===== config.mk =====
export PLATFORM = sky130hd
export DESIGN_NAME = mixed_fraction_reducer_top
export DESIGN_NICKNAME = d
export VERILOG_FILES = /design/src/design/mfr_pkg.sv /design/src/design/mixed_fraction_reducer_top.sv
export VERILOG_INCLUDE_DIRS = /design/src /design/src/design
export SDC_FILE = /design/constraint.sdc
export NUM_CORES = 1
export LEC_CHECK = 0
export BUFFER_PORTS_ARGS = -buffer_cell sky130_fd_sc_hd__buf_2
export CAP_MARGIN = 10
export CELL_PAD_IN_SITES_DETAIL_PLACEMENT = 0
export CELL_PAD_IN_SITES_GLOBAL_PLACEMENT = 2
export CORE_ASPECT_RATIO = 0.8
export CORE_MARGIN = 3
export CORE_UTILIZATION = 39
export CTS_BUF_LIST = sky130_fd_sc_hd__clkbuf_2
export DETAILED_ROUTE_END_ITERATION = 16
export PLACE_DENSITY_LB_ADDON = 0.3
export SKIP_CTS_REPAIR_TIMING = 1
export SLEW_MARGIN = 10
export SYNTH_ARGS = -nofsm -noshare
export SYNTH_HDL_FRONTEND = slang
export SYNTH_SLANG_ARGS = --single-unit

===== constraint.sdc =====
create_clock -name clock -period 7.82 [get_ports clock]
set_clock_uncertainty 0.05 [all_clocks]
set_input_delay 0.782 -clock clock [delete_from_list [all_inputs] [get_ports clock]]
set_output_delay 0.782 -clock clock [all_outputs]
set_load 0.02 [all_outputs]

===== src/design/mixed_fraction_reducer_top_macros.svh =====
// Assertion macros shared by the mixed fraction reducer RTL.
`ifndef MIXED_FRACTION_REDUCER_TOP_MACROS_SVH
`define MIXED_FRACTION_REDUCER_TOP_MACROS_SVH

// Same-cycle implication, disabled during reset.
`define MFR_ASSERT_NOW(label, clk, rst, ante, cons) \
   label: assert property (@(posedge clk) disable iff (rst) (ante) |-> (cons)) \
      else $error("mfr assertion failed");

// Next-cycle implication, disabled during reset.
`define MFR_ASSERT_NEXT(label, clk, rst, ante, cons) \
   label: assert property (@(posedge clk) disable iff (rst) (ante) |=> (cons)) \
      else $error("mfr assertion failed");

`endif


===== src/design/mfr_pkg.sv =====
// Shared types and constants of the mixed fraction reducer.
package mfr_pkg;

   localparam int FIELD_WIDTH = 31;

   typedef logic [FIELD_WIDTH-1:0] field_type;

endpackage


===== src/design/mixed_fraction_reducer_top.sv =====
// A zero denominator returns its result in the cycle after start.
// Otherwise the transaction runs a bit-serial divide, W = min(VALUE_WIDTH-1,
// 31) bits wide, then a binary gcd, then two more W-bit divides on the same
// one-bit-per-cycle divider. busy is high while the machine is out of IDLE
// (a zero denominator never raises it); one transaction at a time.
// Synchronous reset clears the state machine and the result strobe.
module mixed_fraction_reducer_top #(
   parameter int VALUE_WIDTH = 32
) (
   input  logic               clock,
   input  logic               reset,
   input  logic               start,
   output logic               busy,
   input  mfr_pkg::field_type req_whole_in,
   input  mfr_pkg::field_type req_numer_in,
   input  mfr_pkg::field_type req_denom_in,
   output logic               rsp_valid,
   output mfr_pkg::field_type rsp_whole_out,
   output mfr_pkg::field_type rsp_numer_out,
   output mfr_pkg::field_type rsp_denom_out,
   output logic               rsp_whole_overflow
);
   import mfr_pkg::*;
   `include "mixed_fraction_reducer_top_macros.svh"

   localparam int M  = VALUE_WIDTH - 1;
   localparam int DW = (M < FIELD_WIDTH) ? M : FIELD_WIDTH;
   localparam int CW = $clog2(DW);

   typedef enum logic [2:0] {
      IDLE,
      DIV_Q,
      GCD_TWO,
      GCD_LOOP,
      GCD_RESTORE,
      DIV_N,
      DIV_D
   } state_type;

   state_type         state_ff, state_in;
   logic              rsp_valid_ff, rsp_valid_in;
   logic              ovf_ff, ovf_in;
   logic [DW-1:0]     whole_res_ff, whole_res_in;
   logic [DW-1:0]     numer_res_ff, numer_res_in;
   logic [DW-1:0]     denom_res_ff, denom_res_in;
   logic [DW-1:0]     div_rem_ff, div_rem_in;
   logic [DW-1:0]     div_quo_ff, div_quo_in;
   logic [CW-1:0]     div_cnt_ff, div_cnt_in;
   logic [DW-1:0]     a_ff, a_in;
   logic [DW-1:0]     b_ff, b_in;
   logic [CW-1:0]     k_ff, k_in;

   logic [DW:0]       trial;
   logic [DW:0]       diff;
   logic [DW-1:0]     divisor;
   logic              fits;
   logic [DW-1:0]     div_rem_step;
   logic [DW-1:0]     div_quo_step;
   logic              div_last;
   logic [DW:0]       sum;
   logic              sat;
   logic [DW-1:0]     a_minus_b;
   logic [DW-1:0]     b_minus_a;
   logic [DW-1:0]     denom_req;

   always_comb begin
      // one restoring-divide step: one quotient bit per cycle
      divisor      = (state_ff == DIV_Q) ? denom_res_ff : b_ff;
      trial        = {div_rem_ff, div_quo_ff[DW-1]};
      diff         = trial - {1'b0, divisor};
      fits         = !diff[DW];
      div_rem_step = fits ? diff[DW-1:0] : trial[DW-1:0];
      div_quo_step = {div_quo_ff[DW-2:0], fits};
      div_last     = (div_cnt_ff == CW'(DW - 1));

      sum       = {1'b0, whole_res_ff} + {1'b0, div_quo_step};
      sat       = (M <= DW) && sum[DW];
      a_minus_b = a_ff - b_ff;
      b_minus_a = b_ff - a_ff;
      denom_req = DW'(req_denom_in);

      state_in     = state_ff;
      rsp_valid_in = 1'b0;
      ovf_in       = ovf_ff;
      whole_res_in = whole_res_ff;
      numer_res_in = numer_res_ff;
      denom_res_in = denom_res_ff;
      div_rem_in   = div_rem_ff;
      div_quo_in   = div_quo_ff;
      div_cnt_in   = div_cnt_ff;
      a_in         = a_ff;
      b_in         = b_ff;
      k_in         = k_ff;

      case (state_ff)
         IDLE: begin
            if (start) begin
               whole_res_in = DW'(req_whole_in);
               numer_res_in = DW'(req_numer_in);
               denom_res_in = denom_req;
               div_quo_in   = DW'(req_numer_in);
               div_rem_in   = '0;
               div_cnt_in   = '0;
               ovf_in       = 1'b0;
               if (denom_req == '0) begin
                  // pass everything through unchanged
                  rsp_valid_in = 1'b1;
               end else begin
                  state_in = DIV_Q;
               end
            end
         end
         DIV_Q: begin
            div_rem_in = div_rem_step;
            div_quo_in = div_quo_step;
            div_cnt_in = div_cnt_ff + CW'(1);
            if (div_last) begin
               ovf_in       = sat;
               whole_res_in = sat ? '1 : sum[DW-1:0];
               numer_res_in = div_rem_step;
               a_in         = div_rem_step;
               b_in         = denom_res_ff;
               k_in         = '0;
               state_in     = GCD_TWO;
            end
         end
         GCD_TWO: begin
            // strip common factors of two, count them in k
            if (a_ff == '0) begin
               state_in = GCD_RESTORE;
            end else if (a_ff[0] || b_ff[0]) begin
               state_in = GCD_LOOP;
            end else begin
               a_in = a_ff >> 1;
               b_in = b_ff >> 1;
               k_in = k_ff + CW'(1);
            end
         end
         GCD_LOOP: begin
            if (a_ff == '0) begin
               state_in = GCD_RESTORE;
            end else if (!a_ff[0]) begin
               a_in = a_ff >> 1;
            end else if (!b_ff[0]) begin
               b_in = b_ff >> 1;
            end else if (a_ff >= b_ff) begin
               a_in = a_minus_b >> 1;
            end else begin
               b_in = b_minus_a >> 1;
            end
         end
         GCD_RESTORE: begin
            // put back the common twos, then divide the remainder by the gcd
            if (k_ff == '0) begin
               div_quo_in = numer_res_ff;
               div_rem_in = '0;
               div_cnt_in = '0;
               state_in   = DIV_N;
            end else begin
               b_in = b_ff << 1;
               k_in = k_ff - CW'(1);
            end
         end
         DIV_N: begin
            div_rem_in = div_rem_step;
            div_quo_in = div_quo_step;
            div_cnt_in = div_cnt_ff + CW'(1);
            if (div_last) begin
               numer_res_in = div_quo_step;
               div_quo_in   = denom_res_ff;
               div_rem_in   = '0;
               div_cnt_in   = '0;
               state_in     = DIV_D;
            end
         end
         DIV_D: begin
            div_rem_in = div_rem_step;
            div_quo_in = div_quo_step;
            div_cnt_in = div_cnt_ff + CW'(1);
            if (div_last) begin
               denom_res_in = div_quo_step;
               rsp_valid_in = 1'b1;
               state_in     = IDLE;
            end
         end
         default: begin
            state_in = IDLE;
         end
      endcase
   end

   always_ff @(posedge clock) begin
      if (reset) begin
         state_ff     <= IDLE;
         rsp_valid_ff <= 1'b0;
      end else begin
         state_ff     <= state_in;
         rsp_valid_ff <= rsp_valid_in;
      end
      ovf_ff       <= ovf_in;
      whole_res_ff <= whole_res_in;
      numer_res_ff <= numer_res_in;
      denom_res_ff <= denom_res_in;
      div_rem_ff   <= div_rem_in;
      div_quo_ff   <= div_quo_in;
      div_cnt_ff   <= div_cnt_in;
      a_ff         <= a_in;
      b_ff         <= b_in;
      k_ff         <= k_in;
   end

   assign busy               = (state_ff != IDLE);
   assign rsp_valid          = rsp_valid_ff;
   assign rsp_whole_out      = FIELD_WIDTH'(whole_res_ff);
   assign rsp_numer_out      = FIELD_WIDTH'(numer_res_ff);
   assign rsp_denom_out      = FIELD_WIDTH'(denom_res_ff);
   assign rsp_whole_overflow = ovf_ff;

   `MFR_ASSERT_NEXT(a_zero_denom_bypass, clock, reset, start && !busy && (req_denom_in == '0), rsp_valid && !rsp_whole_overflow)
   `MFR_ASSERT_NOW(a_ovf_has_denom, clock, reset, rsp_valid && rsp_whole_overflow, rsp_denom_out != '0)
   `MFR_ASSERT_NOW(a_gcd_b_nonzero, clock, reset, (state_ff == GCD_LOOP) || (state_ff == GCD_RESTORE), b_ff != '0)
   `MFR_ASSERT_NOW(a_gcd_divisor_nonzero, clock, reset, (state_ff == DIV_N) || (state_ff == DIV_D), divisor != '0)

endmodule

==> results_tabular.tex, run 1 <==
\begin{tabular}{lr}
\hline
Metric & Value \\
\hline
\multicolumn{2}{l}{\textbf{Timing}} \\
\quad Post-layout minimum cycle time & 7360 ps \\
\quad Relative slew slack & 7.99\% \\
\quad Setup slack after layout & 463 ps \\
\quad Worst Max-Slew Pin Slew & 1370 ps \\
\quad Final total negative setup slack & 0 ps \\
\quad Fin Hold WS & 92.1 ps \\
\quad Final hold viol count & 0 \\
\quad Final count of negative-setup-slack endpoints & 0 \\
\quad Max Clk Rate & 136 MHz \\
\quad Period Utilization, post-route & 94.1\% \\
\quad Fin. max-slew vios & 0 \\
\quad Setup repair after global routing missed its margin & false \\
\multicolumn{2}{l}{\textbf{Final layout}} \\
\quad Synthesis-to-layout area growth & 11.5\% \\
\quad Layout net count & 2,471 \\
\quad Post-route non-filler standard cell count & 2,905 \\
\quad Final non-filler cell area & 21,000 um\^{}2 \\
\quad Proportion of layout cells with a drive suffix above 1 & 17.6\% \\
\quad Fraction of the core area covered by cells at the end of the flow & 44.3\% \\
\multicolumn{2}{l}{\textbf{Global routing}} \\
\quad Wire length of the first global-routing pass & 106 mm \\
\quad Grt ovf & 0 \\
\quad Number of antenna violations at the first check in global routing & 2 \\
\quad Largest net degree at the start of global routing & 55 \\
\quad Vias in the first global route & 16,600 \\
\quad GRT Resource Usage Total & 27.3\% \\
\multicolumn{2}{l}{\textbf{CTS}} \\
\quad Htree depth & 3 \\
\quad Register clock-pin slew on the reported worst setup and hold paths & 120 ps \\
\quad Total CTS buffers & 66 \\
\quad TritonCTS clock tree & yes \\
\quad Cell at the root of the clock tree & sky130\_fd\_sc\_hd\_\_clkbuf\_2 \\
\quad Skew-Pair Late Insertion Delay & 970 ps \\
\quad Max clock buf depth & 3 \\
\quad Clock tree sinks & 232 \\
\multicolumn{2}{l}{\textbf{Die}} \\
\quad Standard-cell row count & 71 \\
\quad Area of the die & 50,900 um\^{}2 \\
\quad Die width & 252 um \\
\quad Effective utilization at floorplan & 39.7\% \\
\quad Vertical extent of the die & 202 um \\
\quad Number of top-level pins & 192 \\
\quad Area of the placeable core & 47,300 um\^{}2 \\
\multicolumn{2}{l}{\textbf{Critical path}} \\
\quad RR Startpoint & state\_ff[1] \\
\quad Critical-path top delay cell & sky130\_fd\_sc\_hd\_\_nand2b\_1 \\
\quad Worst EP arrival & 7930 ps \\
\quad Chain of cells forming the critical path & inv\_1, nand2\_1, nor2\_4, buf\_4, a21oi\_1, ha\_1, o211ai\_1, nand2b\_1, o2111ai\_1, nor4bb\_1, a311oi\_4, ha\_1, a211oi\_1, o21a\_1, o21ai\_0, a211oi\_1, o221ai\_1, a21oi\_1, nand2b\_1, a31oi\_1 \\
\quad Critical Path Start Type & flip-flop \\
\quad Cell count of the worst reg-to-reg path & 20 \\
\quad Critical path peak fanout & 51 \\
\quad Kind of end point of the critical path & flip-flop \\
\quad CP Data Required Time & 8400 ps \\
\quad Highest cell delay on the worst timing path & 890 ps \\
\quad Critical path class & reg -> reg \\
\quad Worst reg2reg path endpoint & rsp\_whole\_out[8] \\
\quad Internal reg-to-reg setup slack & 460 ps \\
\multicolumn{2}{l}{\textbf{Yosys}} \\
\quad Most frequently used flop master after synthesis & sky130\_fd\_sc\_hd\_\_edfxtp\_1 \\
\quad Count of mapped cells out of synthesis & 2,080 \\
\quad Area leader, netlist & sky130\_fd\_sc\_hd\_\_edfxtp\_1 \\
\quad Yosys top cell area share & 36.4\% \\
\quad Post-synthesis area per instance & 9.05 um\^{}2 \\
\quad Seq cells post-synth & 232 \\
\quad Sequential element share of the synthesized area & 36.8\% \\
\quad Synth top area cells & sky130\_fd\_sc\_hd\_\_edfxtp\_1 36\%, sky130\_fd\_sc\_hd\_\_ha\_1 8.6\%, sky130\_fd\_sc\_hd\_\_a21oi\_1 5.7\% \\
\quad Netlist area before placement & 18,800 um\^{}2 \\
\quad Async SR Flop Fraction & 0\% \\
\quad Syn. warnings & 0 \\
\quad Number of enable-type register cells in the synthesized netlist & 228 \\
\quad Library cells used by synthesis & 80 \\
\quad Number of nets produced by synthesis & 2,311 \\
\multicolumn{2}{l}{\textbf{Placement}} \\
\quad Count of port buffers added during placement & 191 \\
\quad Cell Count Post-Placement & 2,791 \\
\quad Placed wire-length estimate after detailed placement & 53.9 mm \\
\quad Cell area after placement & 20,300 um\^{}2 \\
\quad Worst setup slack after placement & 633 ps \\
\quad Final Wtd Congestion & 0.966 \\
\multicolumn{2}{l}{\textbf{Routing}} \\
\quad Metal1 wirelength & 32.9 mm \\
\quad Routed length on met3 & 5.25 mm \\
\quad Drt drc & 0 \\
\quad Antenna Nets Post-Route & 0 \\
\quad Top layer in use & met5 \\
\quad Routed len/inst & 24.6 um \\
\quad First-pass detailed-route iteration total & 6 \\
\quad Final wirelength & 71.6 mm \\
\quad Via-per-instance ratio & 6.10 \\
\quad Routed wl met2 & 31.7 mm \\
\quad Detailed router's first-iteration violation count & 1,683 \\
\quad Total via count in the routed design & 17,700 \\
\multicolumn{2}{l}{\textbf{Worst hold path}} \\
\quad Cells on Worst Hold Path & 3 \\
\quad Min-Delay Startpoint & req\_whole\_in[28] \\
\quad Type of the worst min-delay path & in -> reg \\
\quad Worst Hold Path EP & rsp\_whole\_out[28] \\
\multicolumn{2}{l}{\textbf{Run status}} \\
\quad Result of the run & complete, no violations \\
\multicolumn{2}{l}{\textbf{Job}} \\
\quad Number of max-cap violations & 0 \\
\multicolumn{2}{l}{\textbf{Pwr}} \\
\quad Tot Pwr & 5.64 mW \\
\quad PwrDens & 269 nW/um\^{}2 \\
\quad Max IR drop VDD & 0.000127 V \\
\quad Static Leak & 8.73 nW \\
\hline
\end{tabular}
## state kept, by name, indices dropped and copies added (netlist names)
| register | count |
|---|---|
| a_ff | 31 |
| b_ff | 31 |
| div_quo_ff | 31 |
| div_rem_ff | 31 |
| rsp_denom_out | 31 |
| rsp_numer_out | 31 |
| rsp_whole_out | 31 |
| div_cnt_ff | 5 |
| k_ff | 5 |
| state_ff | 3 |
| rsp_valid | 1 |
| rsp_whole_overflow | 1 |
## worst max-delay path: cells and delay by family, from the launching register on
family,cells,cell delay (ps)
AO/OA/AOI/OAI,11,3270
buffers and inverters,2,610
flip-flops,1,330
AND/OR/NAND/NOR,5,2110
adder cells (fa/ha/maj),2,640
## cells in the mapped netlist, types with 5 or more instances
library cell / count
sky130_fd_sc_hd__inv_1: 93
sky130_fd_sc_hd__a221oi_1: 15
sky130_fd_sc_hd__nor4_1: 20
sky130_fd_sc_hd__nand2_1: 170
sky130_fd_sc_hd__buf_2: 10
sky130_fd_sc_hd__fa_1: 5
sky130_fd_sc_hd__o22ai_1: 5
sky130_fd_sc_hd__mux2i_1: 52
sky130_fd_sc_hd__nor2_1: 196
sky130_fd_sc_hd__nor2b_1: 14
sky130_fd_sc_hd__o221ai_1: 28
sky130_fd_sc_hd__o211ai_1: 30
sky130_fd_sc_hd__edfxtp_1: 228
sky130_fd_sc_hd__buf_6: 5
sky130_fd_sc_hd__nor3_1: 25
sky130_fd_sc_hd__and3_1: 45
sky130_fd_sc_hd__clkbuf_1: 106
sky130_fd_sc_hd__a222oi_1: 25
sky130_fd_sc_hd__o21bai_1: 11
sky130_fd_sc_hd__and4_1: 11
sky130_fd_sc_hd__nand3_1: 27
sky130_fd_sc_hd__or3_1: 9
sky130_fd_sc_hd__o21a_1: 26
sky130_fd_sc_hd__a211oi_1: 15
sky130_fd_sc_hd__nand2b_1: 18
sky130_fd_sc_hd__xor2_1: 43
sky130_fd_sc_hd__o21ai_0: 134
sky130_fd_sc_hd__mux2_2: 35
sky130_fd_sc_hd__a22oi_1: 41
sky130_fd_sc_hd__buf_1: 7
sky130_fd_sc_hd__and2_1: 6
sky130_fd_sc_hd__a21oi_1: 215
sky130_fd_sc_hd__nand4_1: 20
sky130_fd_sc_hd__or2_2: 6
sky130_fd_sc_hd__xnor2_1: 61
sky130_fd_sc_hd__a31oi_1: 37
sky130_fd_sc_hd__a21o_1: 63
sky130_fd_sc_hd__ha_1: 130
sky130_fd_sc_hd__o31ai_1: 8
## kinds of logic (layout without fill, tap and decap cells)
group | count (synthesis) | count (layout) | share of synthesized area [%]
AOI/OAI and AO/OA | 720 | 720 | 25.2
xor gates and xnor gates | 104 | 104 | 4.84
adders and majority gates | 135 | 135 | 9.18
buffers and inverters | 224 | 428 | 4.77
DFF | 232 | 232 | 36.8
muxes | 87 | 87 | 4.86
other | 0 | 1 | 0
and+or+nand+nor | 578 | 578 | 14.3
## report_power, final
| part | internal, mW | switching [mW] |
|---|---|---|
| clock | 0.399 | 0.588 |
| combinational | 0.997 | 1.78 |
| sequential | 1.68 | 0.201 |
| total | 3.07 | 2.57 |
## how the worst max path moves through the flow
stage,start,end,slack (ps),cells after the start
floorplan,state_ff[0],rsp_whole_out[28],1360,27
global placement,state_ff[1],rsp_whole_out[28],830,22
detailed placement,state_ff[1],rsp_whole_out[28],630,22
CTS,state_ff[1],rsp_whole_out[30],610,22
global route,state_ff[1],rsp_whole_out[28],60,22
finish,state_ff[1],rsp_whole_out[8],460,20
## per-layer routing
metal | vias to the layer above | track usage, %
met5 | - | 0
met4 | 2 | 7.10
met3 | 118 | 4.75
met2 | 736 | 42.0
met1 | 8653 | 39.8
li1 | 8219 | -
## placed cells by master (no fill, tap or decap), drive strengths merged, types with 26 or more instances in the layout
cell type  count
a21o          63
a21oi        216
a22oi         41
a31oi         37
and3          45
buf          221
clkbuf        99
edfxtp       228
ha           130
inv           94
mux2          35
mux2i         52
nand2        170
nand3         27
nor2         196
o211ai        30
o21a          26
o21ai        139
o221ai        28
xnor2         61
xor2          43
## cell type report
class	count	area (um^2)
Timing Repair Buffer	222	1200
Inverter	94	353
Fill cell	4775	26400
Clock buffer	99	495
Clock inverter	13	118
Sequential cell	232	6930
Multi-Input combinational cell	1624	11100
Tap cell	620	776
Antenna cell	1	2.50
Power figures use the tool's default switching activity.
==> run 2, diff against run 1 <==
--- a/config.mk
+++ b/config.mk
@@ -12,7 +12,7 @@
 export CELL_PAD_IN_SITES_GLOBAL_PLACEMENT = 2
 export CORE_ASPECT_RATIO = 0.8
 export CORE_MARGIN = 3
-export CORE_UTILIZATION = 39
+export CORE_UTILIZATION = 25
 export CTS_BUF_LIST = sky130_fd_sc_hd__clkbuf_2
 export DETAILED_ROUTE_END_ITERATION = 16
 export PLACE_DENSITY_LB_ADDON = 0.3
==> run 2 against run 1 <==
- flip-flop and latch count stayed put
- register-to-register slack better by 50 ps
- utilization decreased by 14 points
- sequential share of layout area is 2.2 points lower
- combinational power increased by 3%
- largest power group unchanged
- wire length rose by 12%
- highest routed layer is now met4
- sequential power barely moved
- critical path depth is 5 higher
- via count is 1.4% higher
- die area increased by 54%
==> results_tabular.tex, run 2 (same netlist as run 1, synthesis figures left out) <==
\begin{tabular}{lr}
\hline
Metric & Value \\
\hline
\multicolumn{2}{l}{\textbf{Pwr}} \\
\quad Static Leak & 9.15 nW (was 8.73 nW) \\
\quad Part of the power in combinational logic & 49.5\% (was 49.2\%) \\
\quad Part of the power in the clock network & 17.7\% (was 17.5\%) \\
\quad Internal cell power & 3.09 mW (was 3.07 mW) \\
\quad Tot Pwr & 5.76 mW (was 5.64 mW) \\
\quad PwrDens & 256 nW/um\^{}2 (was 269 nW/um\^{}2) \\
\quad Max IR drop VDD & 0.000122 V (was 0.000127 V) \\
\quad Sw Ratio & 46.3\% (was 45.5\%) \\
\quad Net Switching & 2.66 mW (was 2.57 mW) \\
\quad Relative contribution of sequential cells to total power & 32.7\% (was 33.3\%) \\
\multicolumn{2}{l}{\textbf{Critical path}} \\
\quad Internal reg-to-reg setup slack & 510 ps (was 460 ps) \\
\quad Critical path class & reg -> reg (unchanged) \\
\quad RR Startpoint & state\_ff[1] (unchanged) \\
\quad Kind of end point of the critical path & flip-flop (unchanged) \\
\quad Critical Path Start Type & flip-flop (unchanged) \\
\quad Critical path peak fanout & 23 (was 51) \\
\quad Worst EP arrival & 8040 ps (was 7930 ps) \\
\quad Cell count of the worst reg-to-reg path & 25 (was 20) \\
\quad Worst reg2reg path endpoint & rsp\_whole\_out[30] (was rsp\_whole\_out[8]) \\
\quad CP Data Required Time & 8550 ps (was 8400 ps) \\
\multicolumn{2}{l}{\textbf{Die}} \\
\quad Standard-cell row count & 89 (was 71) \\
\quad Area of the placeable core & 74,200 um\^{}2 (was 47,300 um\^{}2) \\
\quad Die width & 313 um (was 252 um) \\
\quad Effective utilization at floorplan & 25.4\% (was 39.7\%) \\
\quad Number of top-level pins & 192 (unchanged) \\
\quad Vertical extent of the die & 251 um (was 202 um) \\
\quad Area of the die & 78,600 um\^{}2 (was 50,900 um\^{}2) \\
\multicolumn{2}{l}{\textbf{Final layout}} \\
\quad Total of fill cells in the finished design & 8,051 (was 4,775) \\
\quad Combined area of the multi-input logic cells & 11,100 um\^{}2 (about the same) \\
\quad Post-route non-filler standard cell count & 3,397 (was 2,905) \\
\quad Register Area & 6930 um\^{}2 (unchanged) \\
\quad Most frequent standard cell in the layout excluding fill and tap cells & sky130\_fd\_sc\_hd\_\_edfxtp\_1 (unchanged) \\
\quad Most frequent cells in the layout & 228 x sky130\_fd\_sc\_hd\_\_edfxtp\_1, 213 x sky130\_fd\_sc\_hd\_\_a21oi\_1, 191 x sky130\_fd\_sc\_hd\_\_buf\_2 (unchanged) \\
\quad Final non-filler cell area & 22,500 um\^{}2 (was 21,000 um\^{}2) \\
\quad Proportion of layout cells with a drive suffix above 1 & 17.3\% (was 17.6\%) \\
\quad Layout net count & 2,572 (was 2,471) \\
\quad Synthesis-to-layout area growth & 19.3\% (was 11.5\%) \\
\multicolumn{2}{l}{\textbf{Routing}} \\
\quad Detailed router's first-iteration violation count & 1,714 (was 1,683) \\
\quad Antenna Nets Post-Route & 0 (unchanged) \\
\quad First-pass detailed-route iteration total & 6 (unchanged) \\
\quad Drt drc & 0 (unchanged) \\
\quad Final wirelength & 80.3 mm (was 71.6 mm) \\
\quad Routed len/inst & 23.6 um (was 24.6 um) \\
\quad Total via count in the routed design & 18,000 (was 17,700) \\
\quad Via-per-instance ratio & 5.29 (was 6.10) \\
\multicolumn{2}{l}{\textbf{Timing}} \\
\quad Fin Hold WS & 88.9 ps (was 92.1 ps) \\
\quad Max Clk Rate & 137 MHz (was 136 MHz) \\
\quad Final hold viol count & 0 (unchanged) \\
\quad Worst Max-Slew Pin Slew & 1220 ps (was 1370 ps) \\
\quad Final count of negative-setup-slack endpoints & 0 (unchanged) \\
\quad Fin. max-slew vios & 0 (unchanged) \\
\quad Post-layout minimum cycle time & 7310 ps (was 7360 ps) \\
\quad Period Utilization, post-route & 93.4\% (was 94.1\%) \\
\quad Relative slew slack & 18.4\% (was 7.99\%) \\
\multicolumn{2}{l}{\textbf{CTS}} \\
\quad Register clock-pin slew on the reported worst setup and hold paths & 120 ps (about the same) \\
\quad Clock tree sinks & 232 (unchanged) \\
\quad Cell at the root of the clock tree & sky130\_fd\_sc\_hd\_\_clkbuf\_2 (unchanged) \\
\quad Total CTS buffers & 70 (was 66) \\
\quad Htree depth & 3 (unchanged) \\
\quad TritonCTS clock tree & yes (unchanged) \\
\quad Skew-Pair Late Insertion Delay & 1090 ps (was 970 ps) \\
\quad Max clock buf depth & 3 (unchanged) \\
\multicolumn{2}{l}{\textbf{Job}} \\
\quad Number of max-cap violations & 0 (unchanged) \\
\multicolumn{2}{l}{\textbf{Placement}} \\
\quad Cell area after placement & 20,900 um\^{}2 (was 20,300 um\^{}2) \\
\quad Count of port buffers added during placement & 191 (unchanged) \\
\quad Placed wire-length estimate after detailed placement & 61.3 mm (was 53.9 mm) \\
\quad Cell Count Post-Placement & 3,177 (was 2,791) \\
\quad Final Wtd Congestion & 0.901 (was 0.966) \\
\multicolumn{2}{l}{\textbf{Run status}} \\
\quad Result of the run & complete, no violations (unchanged) \\
\multicolumn{2}{l}{\textbf{Global routing}} \\
\quad Largest net degree at the start of global routing & 58 (was 55) \\
\quad Number of antenna violations at the first check in global routing & 7 (was 2) \\
\quad Wire length of the first global-routing pass & 116 mm (was 106 mm) \\
\quad GRT Resource Usage Total & 19.5\% (was 27.3\%) \\
\quad Vias in the first global route & 17,200 (was 16,600) \\
\quad Grt ovf & 0 (unchanged) \\
\multicolumn{2}{l}{\textbf{Worst hold path}} \\
\quad Min-Delay Startpoint & req\_denom\_in[28] (was req\_whole\_in[28]) \\
\quad Type of the worst min-delay path & in -> reg (unchanged) \\
\quad Worst Hold Path EP & rsp\_denom\_out[28] (was rsp\_whole\_out[28]) \\
\quad Cells on Worst Hold Path & 2 (was 3) \\
\hline
\end{tabular}
run 2: cell count changes in the layout (fill, tap and decap cells not counted), moves of 3 or more:
cell                            change
sky130_fd_sc_hd__clkinv_1           +6
sky130_fd_sc_hd__diode_2            +3
sky130_fd_sc_hd__clkbuf_2           +5
sky130_fd_sc_hd__buf_4              +6
sky130_fd_sc_hd__dlygate4sd3_1     +92
run 2: per-layer routing:
layer | up-vias | GRT usage, % | wire [um]
li1 | 8427 | - | -
met1 | 8869 | 29.0 | 39000
met2 | 599 | 29.1 | 35100
met3 | 78 | 3.85 | 5100
met4 | 0 | 3.97 | 1120
met5 | - | 0 | 0
run 2: cell type report:
cell class	instances	share of cell area (%)
multi-input combinational	1624	49.5
inverter	94	1.57
timing repair buffer	319	9.57
antenna	4	0.0446
sequential	232	30.9
clock buffer	104	2.32
clock inverter	19	0.502
tap	1001	5.58
run 2: through the flow:
step	setup WS (ps)	setup TNS, ps	util [%]
3_5_place_dp	585	0	28.1
5_1_grt	-13.4	-22.2	30.3
3_3_place_gp	695	0	28.1
4_1_cts	550	0	29.0
6_report	512	0	30.3
2_1_floorplan	1360	0	-
run 2: worst max path at each step:
stage,end,startpoint,depth (start not counted)
2_1_floorplan,rsp_whole_out[28],state_ff[0],27
3_3_place_gp,rsp_whole_out[28],state_ff[1],25
3_5_place_dp,rsp_whole_out[30],state_ff[1],25
6_report,rsp_whole_out[30],state_ff[1],25
4_1_cts,rsp_whole_out[30],state_ff[1],25
5_1_grt,rsp_whole_out[30],state_ff[1],25
run 2: worst max-delay path, stage by stage (launching register included):
cell	delay, ps
sky130_fd_sc_hd__dfxtp_1	330
sky130_fd_sc_hd__inv_1	60
sky130_fd_sc_hd__nand2_1	100
sky130_fd_sc_hd__nor2_4	480
sky130_fd_sc_hd__buf_4	340
sky130_fd_sc_hd__nor2_1	60
sky130_fd_sc_hd__a21oi_1	130
sky130_fd_sc_hd__ha_1	290
sky130_fd_sc_hd__a211o_1	310
sky130_fd_sc_hd__o211ai_1	180
sky130_fd_sc_hd__nand2b_1	160
sky130_fd_sc_hd__o2111ai_1	380
sky130_fd_sc_hd__nand2_1	240
sky130_fd_sc_hd__a311oi_4	600
sky130_fd_sc_hd__ha_1	320
sky130_fd_sc_hd__fa_1	230
sky130_fd_sc_hd__a21oi_1	90
sky130_fd_sc_hd__nand4b_1	200
sky130_fd_sc_hd__a31oi_1	480
sky130_fd_sc_hd__o2111ai_1	170
sky130_fd_sc_hd__buf_4	200
sky130_fd_sc_hd__a2111oi_1	740
sky130_fd_sc_hd__o41ai_1	300
sky130_fd_sc_hd__o21ai_0	300
sky130_fd_sc_hd__mux2i_1	220
sky130_fd_sc_hd__o21ai_0	80
run 2: power by group through the flow:
stage | Combinational (mW) | Sequential (mW) | Clock, mW
2_1_floorplan | 1.84 | 1.92 | 0
3_3_place_gp | 2.81 | 1.92 | 0
3_5_place_dp | 2.80 | 1.92 | 0
4_1_cts | 2.81 | 1.89 | 1.06
5_1_grt | 3.12 | 1.91 | 1.14
6_report | 2.85 | 1.89 | 1.02
